$ cat src/sv/mfh_pkg.sv
`default_nettype none

package mfh_pkg;

    localparam int HeaderWidth = 32;
    localparam int FrameWidth  = 11;
    localparam int ChanWidth   = 2;
    localparam int RateWidth   = 16;
    localparam int ErrWidth    = 3;
    localparam int RateIdxW    = 4;
    localparam int BrIdxW      = 4;
    localparam int RateCount   = 9;
    localparam int BrCount     = 16;

    typedef enum logic [ErrWidth-1:0] {
        ERR_OK       = 3'd0,
        ERR_SYNC     = 3'd1,
        ERR_LAYER    = 3'd2,
        ERR_RESRATE  = 3'd3,
        ERR_FREEFMT  = 3'd4,
        ERR_BITRATE  = 3'd5
    } err_code_t;

    localparam logic [HeaderWidth-1:0] SyncMask    = 32'hFFE0_0000;
    localparam logic [HeaderWidth-1:0] ResPatMask  = 32'h0000_FC00;

    localparam logic [1:0] LayerThree = 2'b01;
    localparam logic [1:0] CodeResv   = 2'd3;
    localparam logic [1:0] ModeMono   = 2'd3;
    localparam logic [BrIdxW-1:0] BrFree = 4'd0;
    localparam logic [BrIdxW-1:0] BrBad  = 4'd15;
    localparam logic [ChanWidth-1:0] ChanMono   = 2'd1;
    localparam logic [ChanWidth-1:0] ChanStereo = 2'd2;

    // rows 0..2 MPEG-1, 3..5 MPEG-2, 6..8 MPEG-2.5
    localparam logic [RateWidth-1:0] RATE_HZ [RateCount] = '{
        16'd44100, 16'd48000, 16'd32000,
        16'd22050, 16'd24000, 16'd16000,
        16'd11025, 16'd12000, 16'd8000
    };

    // floor(144000 * kbps / (rate << lsf)), padding excluded
    localparam logic [FrameWidth-1:0] FRAME_LEN [RateCount][BrCount] = '{
        '{11'd0, 11'd104, 11'd130, 11'd156, 11'd182, 11'd208, 11'd261, 11'd313,
          11'd365, 11'd417, 11'd522, 11'd626, 11'd731, 11'd835, 11'd1044, 11'd0},
        '{11'd0, 11'd96, 11'd120, 11'd144, 11'd168, 11'd192, 11'd240, 11'd288,
          11'd336, 11'd384, 11'd480, 11'd576, 11'd672, 11'd768, 11'd960, 11'd0},
        '{11'd0, 11'd144, 11'd180, 11'd216, 11'd252, 11'd288, 11'd360, 11'd432,
          11'd504, 11'd576, 11'd720, 11'd864, 11'd1008, 11'd1152, 11'd1440, 11'd0},
        '{11'd0, 11'd26, 11'd52, 11'd78, 11'd104, 11'd130, 11'd156, 11'd182,
          11'd208, 11'd261, 11'd313, 11'd365, 11'd417, 11'd470, 11'd522, 11'd0},
        '{11'd0, 11'd24, 11'd48, 11'd72, 11'd96, 11'd120, 11'd144, 11'd168,
          11'd192, 11'd240, 11'd288, 11'd336, 11'd384, 11'd432, 11'd480, 11'd0},
        '{11'd0, 11'd36, 11'd72, 11'd108, 11'd144, 11'd180, 11'd216, 11'd252,
          11'd288, 11'd360, 11'd432, 11'd504, 11'd576, 11'd648, 11'd720, 11'd0},
        '{11'd0, 11'd52, 11'd104, 11'd156, 11'd208, 11'd261, 11'd313, 11'd365,
          11'd417, 11'd522, 11'd626, 11'd731, 11'd835, 11'd940, 11'd1044, 11'd0},
        '{11'd0, 11'd48, 11'd96, 11'd144, 11'd192, 11'd240, 11'd288, 11'd336,
          11'd384, 11'd480, 11'd576, 11'd672, 11'd768, 11'd864, 11'd960, 11'd0},
        '{11'd0, 11'd72, 11'd144, 11'd216, 11'd288, 11'd360, 11'd432, 11'd504,
          11'd576, 11'd720, 11'd864, 11'd1008, 11'd1152, 11'd1296, 11'd1440, 11'd0}
    };

endpackage

`default_nettype wire

$ cat src/sv/mfh_if.sv
`default_nettype none

interface mfh_hdr_if;
    import mfh_pkg::*;

    logic                   valid;
    logic                   ready;
    logic [HeaderWidth-1:0] header_word;

    modport source (output valid, output header_word, input ready);
    modport sink   (input valid, input header_word, output ready);
endinterface

interface mfh_res_if;
    import mfh_pkg::*;

    logic                  valid;
    logic                  ready;
    logic [FrameWidth-1:0] frame_bytes;
    logic [ChanWidth-1:0]  channel_count;
    logic [RateWidth-1:0]  sample_rate_hz;
    logic [ErrWidth-1:0]   error_code;

    modport source (output valid, output frame_bytes, output channel_count,
                    output sample_rate_hz, output error_code, input ready);
    modport sink   (input valid, input frame_bytes, input channel_count,
                    input sample_rate_hz, input error_code, output ready);
endinterface

`default_nettype wire

$ cat src/sv/mp3_frame_header_parse.sv
// Channel  Dir  Payload                                                Width
// hdr      in   header_word                                            32
// res      out  frame_bytes, channel_count, sample_rate_hz, error_code 11/2/16/3
//
// Three register stages: decode and checks, table lookup, padding add.
// One transaction per cycle sustained while res is ready.
// rst_n clears the stage valid bits only; payload registers are not reset.
// A stall on res backs up through the stages; a stage only loads when the
// one after it is empty or moving, so nothing is dropped or repeated.
`default_nettype none

module mp3_frame_header_parse (
    input  wire logic clk,
    input  wire logic rst_n,
    mfh_hdr_if.sink   hdr,
    mfh_res_if.source res
);
    import mfh_pkg::*;

    typedef struct packed {
        err_code_t             err;
        logic [RateIdxW-1:0]   rate_idx;
        logic [BrIdxW-1:0]     br_idx;
        logic                  pad;
        logic [ChanWidth-1:0]  chans;
    } dec_t;

    typedef struct packed {
        err_code_t             err;
        logic [FrameWidth-1:0] frame;
        logic [RateWidth-1:0]  rate;
        logic                  pad;
        logic [ChanWidth-1:0]  chans;
    } look_t;

    logic                  v1_reg, v2_reg, v3_reg;
    logic                  v1_next, v2_next, v3_next;
    logic                  en1, en2, en3;
    dec_t                  s1_reg, s1_next;
    look_t                 s2_reg, s2_next;
    logic [FrameWidth-1:0] bytes_reg, bytes_next;
    logic [ChanWidth-1:0]  chans_reg;
    logic [RateWidth-1:0]  rate_reg;
    err_code_t             err_reg;

    assign en3 = !v3_reg || res.ready;
    assign en2 = !v2_reg || en3;
    assign en1 = !v1_reg || en2;
    assign hdr.ready = en1;

    assign v1_next = en1 ? hdr.valid : v1_reg;
    assign v2_next = en2 ? v1_reg    : v2_reg;
    assign v3_next = en3 ? v2_reg    : v3_reg;

    // stage 1: checks in priority order, table indices
    always_comb
    begin
        logic [HeaderWidth-1:0] h;
        logic [1:0]             code;
        logic [BrIdxW-1:0]      br;
        logic                   lsf;
        h    = hdr.header_word;
        code = h[11:10];
        br   = h[15:12];
        lsf  = !(h[20] && h[19]);
        s1_next = '0;
        if ((h & SyncMask) != SyncMask || (h & ResPatMask) == ResPatMask)
        begin
            s1_next.err = ERR_SYNC;
        end
        else if (h[18:17] != LayerThree)
        begin
            s1_next.err = ERR_LAYER;
        end
        else if (code == CodeResv)
        begin
            s1_next.err = ERR_RESRATE;
        end
        else if (br == BrFree)
        begin
            s1_next.err = ERR_FREEFMT;
        end
        else if (br == BrBad)
        begin
            s1_next.err = ERR_BITRATE;
        end
        else
        begin
            s1_next.err    = ERR_OK;
            s1_next.br_idx = br;
            if (!h[20])
                s1_next.rate_idx = RateIdxW'(6) + RateIdxW'(code);
            else if (lsf)
                s1_next.rate_idx = RateIdxW'(3) + RateIdxW'(code);
            else
                s1_next.rate_idx = RateIdxW'(code);
            s1_next.pad   = h[9];
            s1_next.chans = (h[7:6] == ModeMono) ? ChanMono : ChanStereo;
        end
    end

    // stage 2: lookups, zeroed on error
    always_comb
    begin
        s2_next       = '0;
        s2_next.err   = s1_reg.err;
        s2_next.pad   = s1_reg.pad;
        s2_next.chans = s1_reg.chans;
        if (s1_reg.err == ERR_OK)
        begin
            s2_next.frame = FRAME_LEN[s1_reg.rate_idx][s1_reg.br_idx];
            s2_next.rate  = RATE_HZ[s1_reg.rate_idx];
        end
    end

    // stage 3: padding slot
    assign bytes_next = s2_reg.frame + FrameWidth'(s2_reg.pad);

    always_ff @(posedge clk or negedge rst_n)
    begin
        if (!rst_n)
        begin
            v1_reg <= 1'b0;
            v2_reg <= 1'b0;
            v3_reg <= 1'b0;
        end
        else
        begin
            v1_reg <= v1_next;
            v2_reg <= v2_next;
            v3_reg <= v3_next;
        end
    end

    always_ff @(posedge clk)
    begin
        if (en1)
            s1_reg <= s1_next;
        if (en2)
            s2_reg <= s2_next;
        if (en3)
        begin
            bytes_reg <= bytes_next;
            chans_reg <= s2_reg.chans;
            rate_reg  <= s2_reg.rate;
            err_reg   <= s2_reg.err;
        end
    end

    assign res.valid          = v3_reg;
    assign res.frame_bytes    = bytes_reg;
    assign res.channel_count  = chans_reg;
    assign res.sample_rate_hz = rate_reg;
    assign res.error_code     = err_reg;

endmodule

`default_nettype wire

$ cat src/flat_wrapper.sv
// flat-port wrapper written by rule: the top's interface ports become plain ports
module mp3_frame_header_parse_flat import mfh_pkg::*;
  (clk, rst_n, hdr_valid, hdr_header_word, hdr_ready, res_valid, res_frame_bytes, res_channel_count, res_sample_rate_hz, res_error_code, res_ready);
  mfh_hdr_if hdr_i ();
  mfh_res_if res_i ();
  input  wire logic clk;
  input  wire logic rst_n;
  input wire logic [$bits(hdr_i.valid)-1:0] hdr_valid;
  input wire logic [$bits(hdr_i.header_word)-1:0] hdr_header_word;
  output wire logic [$bits(hdr_i.ready)-1:0] hdr_ready;
  output wire logic [$bits(res_i.valid)-1:0] res_valid;
  output wire logic [$bits(res_i.frame_bytes)-1:0] res_frame_bytes;
  output wire logic [$bits(res_i.channel_count)-1:0] res_channel_count;
  output wire logic [$bits(res_i.sample_rate_hz)-1:0] res_sample_rate_hz;
  output wire logic [$bits(res_i.error_code)-1:0] res_error_code;
  input wire logic [$bits(res_i.ready)-1:0] res_ready;
  assign hdr_i.valid = hdr_valid;
  assign hdr_i.header_word = hdr_header_word;
  assign hdr_ready = hdr_i.ready;
  assign res_valid = res_i.valid;
  assign res_frame_bytes = res_i.frame_bytes;
  assign res_channel_count = res_i.channel_count;
  assign res_sample_rate_hz = res_i.sample_rate_hz;
  assign res_error_code = res_i.error_code;
  assign res_i.ready = res_ready;
  mp3_frame_header_parse u_core (.clk(clk), .rst_n(rst_n), .hdr(hdr_i), .res(res_i));
endmodule
$ cat config.mk
export PLATFORM = sky130hd
export DESIGN_NAME = mp3_frame_header_parse_flat
export DESIGN_NICKNAME = d
export VERILOG_FILES = /design/src/sv/mfh_pkg.sv /design/src/sv/mfh_if.sv /design/src/sv/mp3_frame_header_parse.sv /design/src/flat_wrapper.sv
export SDC_FILE = /design/constraint.sdc
export NUM_CORES = 1
export LEC_CHECK = 0
export ABC_AREA = 0
export BUFFER_PORTS_ARGS = -buffer_cell sky130_fd_sc_hd__buf_4
export CORE_ASPECT_RATIO = 1.25
export CORE_UTILIZATION = 57
export CTS_CLUSTER_DIAMETER = 100
export DETAILED_ROUTE_END_ITERATION = 10
export HOLD_SLACK_MARGIN = 0.03
export PLACE_DENSITY = 0.78
export SYNTH_ARGS = -nofsm -noshare
export SYNTH_HDL_FRONTEND = slang
export SYNTH_SLANG_ARGS = --single-unit
$ cat constraint.sdc
create_clock -name clk -period 2.75 [get_ports clk]
set_input_delay 0.1375 -clock clk [delete_from_list [all_inputs] [get_ports clk]]
set_output_delay 0.1375 -clock clk [all_outputs]
set_load 0.03 [all_outputs]
==> results.yml, run 1 <==
drt:
  vias_per_cell: 6.31
  antenna_left: 0
  via_count: 3775
  wl_per_cell_um: 20.5
  dr.pass1.iters: 6
  drcViolationCount: 0
  drtIter0Drc: 411
  drt-total-wl_um: 12300
pwr:
  power_density_nw_per_um2: 571
  seq_power_share_pct: 47.9
  ir_drop_v: 0.000409
  leakage_nw: 2.13
  clkPwrFrac_pct: 28.7
  p_int_mw: 2.13
  power.switching_uw: 961
  swShare_pct: 31.1
  pwr-share-comb_pct: 23.5
yosys:
  async_reset_ff_share_pct: 3.85
  synth_area_leaders: "edfxtp_1, ha_1, a21oi_1, nand2b_1, nor2_1"
  ys_warn_count: 0
  synth_most_common_cell: "edfxtp_1"
  syn-num-nets: 472
  syn_inst: 422
  yosysUniqueCellTypes: 74
  synthTopCellsByCount: "edfxtp_1, a21oi_1, nor2_1"
  seq_area_frac_synth_pct: 50.8
  synth_seq_cells: 78
  synth_top_area_share_pct: 49.2
  synth.largest_area_cell: "edfxtp_1"
  synth.avg_cell_area_um2: 10.8
  synthFlopType: "edfxtp_1"
  synth_edf_count: 75
  syn_area_um2: 4580
sta:
  period_needed_ns: 2.43
  timing.setup.tns_ns: 0
  timing.hold.ws_ns: 0.0604
  relSlewSlack_pct: 45.0
  fmaxAchievable_ghz: 0.411
  drv_slew: 0
  tightestPinTransition_ns: 0.826
  finalHoldViolations: 0
  rsz0062_at_grt: "false"
  setup_viol: 0
  fin_crit_sh_pct: 88.4
  fin_skew_ns: 0.00861
global_route:
  gr-usage-met1_pct: 37.0
  grt.total_usage_pct: 31.4
  grt_pass1_wl_um: 18800
  grt_max_degree: 33
  antenna_found_initial: 0
  grt_pass1_vias: 3680
  use_met3_pct: 5.71
  grt_busiest_layer: "met2"
  use_met2_pct: 52.1
  gr-total-overflow: 0
floorplanning:
  rows: 36
  die_w_um: 82.2
  io_pins: 70
  start_util_pct: 58.7
  die_area_um2: 8390
  coreArea_um2: 7790
  die_h_um: 102
placed_design:
  gp_congestion: 1.01
  io_buffers: 60
  hpwlAfterDp_um: 9070
cts:
  clk_pin_slew_ns: 0.09
  cts_buffer_depth: 2
  clock_latency_ns: 0.36
  h-tree-depth: 3
  tritoncts: "built"
  clock-sinks: 78
  tritoncts.num_buffers: 9
  post_cts_buffers: 0
  root_buffer: "clkbuf_8"
cells_and_area:
  multi_input_area_um2: 2020
  drive_above_1_share_pct: 24.5
  nNetsFinal: 548
  ff_latch_area_um2: 2330
  largest_register_ffs: 31
  syn_to_final_growth_pct: 18.4
  diodes: 0
  num-fill-cells: 572
critical_path:
  cp_max_fo: 12
  crit_required_ns: 2.87
  worst-path-buf-inv: 1
  max_stage_delay_ns: 0.45
  crit_chain: "inv_1 -> ha_1 -> or2b_1 -> o311a_1 -> a32oi_2 -> o221ai_1 -> a32o_1"
  end_kind: "flop"
  arrival_ns: 2.55
  cp-start-kind: "flop"
  crit_slowest_cell: "ha_1"
  path_class: "flop to flop"
  cp_top_family: "compound AO/OA/AOI/OAI gates"
hold_path:
  hold_class: "input pin to flop"
status:
  status: "finished, final reports clean"
job:
  max_cap_viol_count: 0
[metrics by stage]
stage,utilization (%),power [mW],cell area [um^2],worst slack (ns),std cells
final,69.5,3.09,5420,0.318,598
after global routing,69.5,3.21,5420,0.210,598
after CTS,69.5,3.09,5420,0.363,598
after detailed placement,66.7,2.22,5190,0.367,580
after global placement,66.7,2.21,5190,0.334,580
after floorplan,-,1.96,4580,0.272,422
[repair_timing]
item | CTS | global route
resized for setup | 0 | 0
hold buffers | 2 | 0
hold endpoints to repair | 4 | 0
[final timing paths]
kind                               startpoint                           end  slack (ns)  depth (start not counted)
setup reg to reg             u_core.s1_reg[7]             u_core.s2_reg[22]        0.32                          7
setup / recovery             u_core.s1_reg[7]             u_core.s2_reg[22]        0.32                          7
hold / removal             hdr_header_word[9]              u_core.s1_reg[2]        0.06                          2
max in group asynchronous               rst_n                 u_core.v1_reg        2.57                          2
hold reg to reg              u_core.s2_reg[7]  u_core.res.sample_rate_hz[4]        0.42                          0
min in group asynchronous               rst_n                 u_core.v2_reg        0.09                          2
[power by group through the flow]
stage / clock network [mW] / logic (mW) / registers, mW
after floorplan: 0 / 0.373 / 1.59
after global placement: 0 / 0.708 / 1.50
after detailed placement: 0 / 0.711 / 1.51
after CTS: 0.891 / 0.715 / 1.48
after global routing: 0.939 / 0.778 / 1.49
final: 0.886 / 0.725 / 1.48
[layout by cell type (no fill, tap or decap), drive strengths merged, types with 3 or more instances in the layout]
master   netlist  routed
a211oi         7       7
a21o           4       4
a21oi         31      31
a221oi         3       3
a2bb2oi        3       3
a31oi          8       8
a32oi          3       3
and2          11      11
and2b          3       3
and3          12      12
buf           24      91
clkbuf         4       9
clkinv         1       3
dfrtp          3       3
edfxtp        75      75
ha            14      14
inv           12      15
mux2           4       4
mux2i          3       3
nand2         23      23
nand2b        18      18
nand3         13      13
nand4          3       3
nor2          23      23
nor2b         11      11
nor3          13      13
o211ai         7       7
o21a           3       3
o21ai         21      21
o221ai         3       3
o31ai          5       5
or2            4       4
xnor2          8       8
xor2           3       3
[layout make-up]
class	instances	area share, %
repair buffers	93	13.0
multi-input cells	303	37.2
inverters	13	0.901
clock inverters	7	1.48
well taps	95	2.19
flip-flops and latches	78	43.0
clock buffers	9	2.29
[metal layers]
layer	wire length [um]	vias up
met3	818	52
li1	-	1758
met2	6060	214
met5	0	-
met4	711	0
met1	4680	1751
[kinds of logic after synthesis]
| family | synth area share (%) |
|---|---|
| multiplexers | 1.64 |
| AO/OA/AOI/OAI | 18.9 |
| flip-flops | 50.8 |
| adder cells (fa/ha/maj) | 3.83 |
| buffers and inverters | 5.11 |
| other | 0.0819 |
| XOR/XNOR | 2.11 |
| AND/OR/NAND/NOR | 17.5 |
Note: power is estimated with default switching activity, not from simulation.
==> inputs of run 2 (changes only) <==
Settings changed: CORE_MARGIN from default to 2.
==> results.yml, run 2 (same netlist as run 1, synthesis figures left out) <==
cells_and_area:
  diodes: 0
  syn_to_final_growth_pct: 18.3
  final_common_cell: "buf_4"
  nNetsFinal: 550
  largest_register_ffs: 31
  most-common-layout-cells: "buf_4, edfxtp_1, a21oi_1"
  drive_above_1_share_pct: 24.6
drt:
  drcViolationCount: 0
  wl_per_cell_um: 20.8
  drt-total-wl_um: 12500
  via_count: 3912
  drtIter0Drc: 500
  antenna_left: 0
  dr.pass1.iters: 6
  vias_per_cell: 6.52
floorplanning:
  die_h_um: 104
  rows: 36
  coreArea_um2: 7790
  die_area_um2: 8770
  die_w_um: 84.2
  io_pins: 70
  start_util_pct: 58.7
sta:
  tightestPinTransition_ns: 0.784
  fin_ws_ns: 0.289
  drv_slew: 0
  period_needed_ns: 2.46
  finalHoldViolations: 0
  rsz0062_at_grt: "false"
  fin_crit_sh_pct: 89.5
  fin_skew_ns: 0.00459
  setup_viol: 0
  fmaxAchievable_ghz: 0.406
  timing.hold.ws_ns: 0.0739
  timing.setup.tns_ns: 0
  relSlewSlack_pct: 47.7
pwr:
  seq_power_share_pct: 49.3
  pwr-share-comb_pct: 24.2
  power_density_nw_per_um2: 557
  leakage_nw: 2.13
  ir_drop_v: 0.000313
  p_int_mw: 2.08
  power.switching_uw: 935
  swShare_pct: 31.0
  clkPwrFrac_pct: 26.5
job:
  max_cap_viol_count: 0
cts:
  root_buffer: "clkbuf_8"
  tritoncts.num_buffers: 9
  cts_buffer_depth: 2
  h-tree-depth: 3
  post_cts_buffers: 0
  ctsHoldBuffers: 2
  clk_pin_slew_ns: 0.08
  clock-sinks: 78
  tritoncts: "built"
  ctsResizeCount: 0
  clock_latency_ns: 0.36
global_route:
  grt_pass1_wl_um: 19700
  grt_max_degree: 33
  grt_pass1_vias: 3811
  antenna_found_initial: 0
  grt.total_usage_pct: 29.0
  gr-total-overflow: 0
placed_design:
  gp_congestion: 1.06
  pre_cts_slack_ns: 0.374
  io_buffers: 60
  hpwlAfterDp_um: 9070
hold_path:
  hold_class: "input pin to flop"
  min_from: "hdr_header_word[7]"
critical_path:
  cp_max_fo: 12
  crit_start: "u_core.s1_reg[8]"
  crit_required_ns: 2.83
  cp-start-kind: "flop"
  path_class: "flop to flop"
  reg2reg_from: "u_core.s1_reg[8]"
  rrSetupSlack_ns: 0.29
  end_kind: "flop"
  arrival_ns: 2.54
status:
  status: "finished, final reports clean"
run 2: cell count changes in the layout (fill, tap and decap cells not counted), sizes merged:
cell	change
bufinv	-1
clkbuf	+3
clkinv	-1
inv	-2
clkinvlp	+1
buf	+2
run 2: final cells by class:
type | count | area [um^2]
Clock buffer | 12 | 155
Tap cell | 95 | 119
Multi-Input combinational cell | 303 | 2020
Clock inverter | 4 | 28.8
Timing Repair Buffer | 95 | 718
Fill cell | 598 | 2380
Sequential cell | 78 | 2330
Inverter | 13 | 48.8
run 2: final timing paths:
path,to,cells past startpoint
setup / recovery,u_core.s2_reg[27],7
hold / removal,u_core.s1_reg[1],2
setup reg to reg,u_core.s2_reg[27],7
hold reg to reg,u_core.res.sample_rate_hz[8],0
max in group asynchronous,u_core.res.valid,2
min in group asynchronous,u_core.v2_reg,2
run 2: critical path, stage by stage, from the launching register on:
cell and delay, ns:
edfxtp_1 0.37, inv_1 0.11, ha_1 0.61, nand2b_1 0.13, and3_1 0.19, or4_1 0.50
o2111ai_1 0.14, a31oi_1 0.12
run 2: routing by layer:
metal	vias up	track usage, %	part of all wire [%]
li1	1755	-	-
met2	225	48.0	50
met3	49	5.24	7.4
met4	0	17.5	5.2
met1	1883	35.0	38
met5	-	0	0
run 2: power groups by stage:
| stage | combinational, mW | clock, mW | sequential (mW) |
|---|---|---|---|
| 6_report | 0.729 | 0.799 | 1.49 |
| 5_1_grt | 0.772 | 0.855 | 1.50 |
| 4_1_cts | 0.717 | 0.813 | 1.49 |
| 3_5_place_dp | 0.713 | 0 | 1.51 |
| 3_3_place_gp | 0.709 | 0 | 1.51 |
| 2_1_floorplan | 0.373 | 0 | 1.59 |
run 2: metrics by stage:
stage | area [um^2] | util, % | std cells | total power, mW
detailed placement | 5210 | 66.8 | 582 | 2.23
global route | 5410 | 69.5 | 600 | 3.13
CTS | 5410 | 69.5 | 600 | 3.02
global placement | 5210 | 66.8 | 582 | 2.21
finish | 5410 | 69.5 | 600 | 3.02
floorplan | 4580 | - | 422 | 1.96
==> inputs of run 3 (changes only) <==
Settings changed: CORE_UTILIZATION 57 to 38, CTS_CLUSTER_SIZE from default to 8, PLACE_DENSITY 0.78 to 0.55.
==> results.yml, run 3 (same netlist as run 1, synthesis figures left out) <==
status:
  status: "finished, final reports clean"
drt:
  drtIter0Drc: 414
  drt-total-wl_um: 12300
  via_count: 3703
  vias_per_cell: 5.59
  wl_per_cell_um: 18.6
  antenna_left: 0
  dr.pass1.iters: 5
  drcViolationCount: 0
critical_path:
  path_class: "flop to flop"
  end_kind: "flop"
  arrival_ns: 2.61
  cp_common_cell: "a211oi_1"
  crit_slowest_cell: "o32ai_1"
  cp-start-kind: "flop"
  worst-path-buf-inv: 1
  crit_chain: "buf_4 -> ha_1 -> and2b_1 -> o32ai_1 -> o211a_1 -> a211oi_1 -> a211oi_1"
  crit_required_ns: 2.90
  cp_top_family: "compound AO/OA/AOI/OAI gates"
  cp_max_fo: 11
  max_stage_delay_ns: 0.54
cells_and_area:
  design_area_um2: 5590
  syn_to_final_growth_pct: 22.1
  most-common-layout-cells: "buf_4, edfxtp_1, a21oi_1"
  num-fill-cells: 1124
  nNetsFinal: 546
  drive_above_1_share_pct: 23.8
  diodes: 0
  final_common_cell: "buf_4"
  instances_no_fill: 662
  largest_register_ffs: 31
job:
  max_cap_viol_count: 0
cts:
  clock_latency_ns: 0.34
  tritoncts.num_buffers: 9
  tritoncts: "built"
  clk_pin_slew_ns: 0.06
  ctsHoldBuffers: 2
  root_buffer: "clkbuf_16"
  h-tree-depth: 3
  clock-sinks: 78
  ctsResizeCount: 0
  cts_buffer_depth: 2
  post_cts_buffers: 0
sta:
  relSlewSlack_pct: 42.0
  setup_viol: 0
  timing.setup.tns_ns: 0
  timing.hold.ws_ns: 0.0750
  fin_crit_sh_pct: 89.4
  fin_skew_ns: 0.0121
  period_needed_ns: 2.46
  finalHoldViolations: 0
  fmaxAchievable_ghz: 0.407
  tightestPinTransition_ns: 0.870
  drv_slew: 0
  fin_ws_ns: 0.292
  rsz0062_at_grt: "false"
placed_design:
  hpwlAfterDp_um: 8820
  dp.cells: 644
  gp_congestion: 0.974
  io_buffers: 60
  place_area_um2: 5270
  pre_cts_slack_ns: 0.340
pwr:
  pwr-share-comb_pct: 21.6
  ir_drop_v: 0.000318
  clkPwrFrac_pct: 34.7
  leakage_nw: 2.17
  swShare_pct: 28.2
  p_int_mw: 2.43
  power_density_nw_per_um2: 605
  seq_power_share_pct: 43.7
  power.switching_uw: 953
global_route:
  grt.total_usage_pct: 20.0
  grt_pass1_vias: 3592
  grt_pass1_wl_um: 19400
  gr-total-overflow: 0
  grt_max_degree: 42
  antenna_found_initial: 0
floorplanning:
  rows: 44
  die_w_um: 102
  die_h_um: 127
  io_pins: 70
  die_area_um2: 12900
  coreArea_um2: 11700
  start_util_pct: 39.2
hold_path:
  hold_class: "input pin to flop"
## run 3: area by class of cell
cell class	count	area, um^2	share of cell area, %
Sequential cell	78	2330	41.6
Timing Repair Buffer	91	701	12.5
Clock inverter	4	47.5	0.851
Tap cell	161	201	3.61
Inverter	13	48.8	0.873
Clock buffer	12	246	4.41
Multi-Input combinational cell	303	2020	36.1
## run 3: power groups by stage
stage	Clock [mW]	Combinational [mW]	Sequential [mW]
floorplan	0	0.373	1.59
global placement	0	0.728	1.50
detailed placement	0	0.723	1.50
CTS	1.20	0.727	1.48
global route	1.24	0.787	1.49
finish	1.17	0.731	1.48
## run 3: metal layers
| metal | track usage (%) | up-vias | share of wire, % |
|---|---|---|---|
| li1 | - | 1750 | - |
| met1 | 25.2 | 1768 | 41 |
| met2 | 32.9 | 155 | 50 |
| met3 | 3.47 | 30 | 4.9 |
| met4 | 9.49 | 0 | 3.8 |
| met5 | 0 | - | 0 |
## run 3: through the flow
step,power [mW],util [%]
final,3.38,47.9
after global routing,3.52,47.9
after CTS,3.40,47.9
after detailed placement,2.23,45.2
after global placement,2.23,45.2
after floorplan,1.96,-
## run 3: worst register-to-register path, delay by kind of cell (launching register included)
kind,cells,cell delay [ns]
AO/OA/AOI/OAI,4,1.06
flip-flops,1,0.38
adder cells (fa/ha/maj),1,0.38
AND/OR/NAND/NOR,1,0.25
buffers and inverters,1,0.19
## run 3: final timing paths
kind | from | end | slack [ns] | depth (start not counted)
setup / recovery | u_core.s1_reg[8] | u_core.s2_reg[26] | 0.29 | 7
hold / removal | hdr_header_word[9] | u_core.s1_reg[2] | 0.07 | 2
setup reg to reg | u_core.s1_reg[8] | u_core.s2_reg[26] | 0.29 | 7
hold reg to reg | u_core.s2_reg[12] | u_core.res.sample_rate_hz[9] | 0.42 | 0
max in group asynchronous | rst_n | u_core.v2_reg | 2.53 | 2
min in group asynchronous | rst_n | u_core.v1_reg | 0.13 | 2
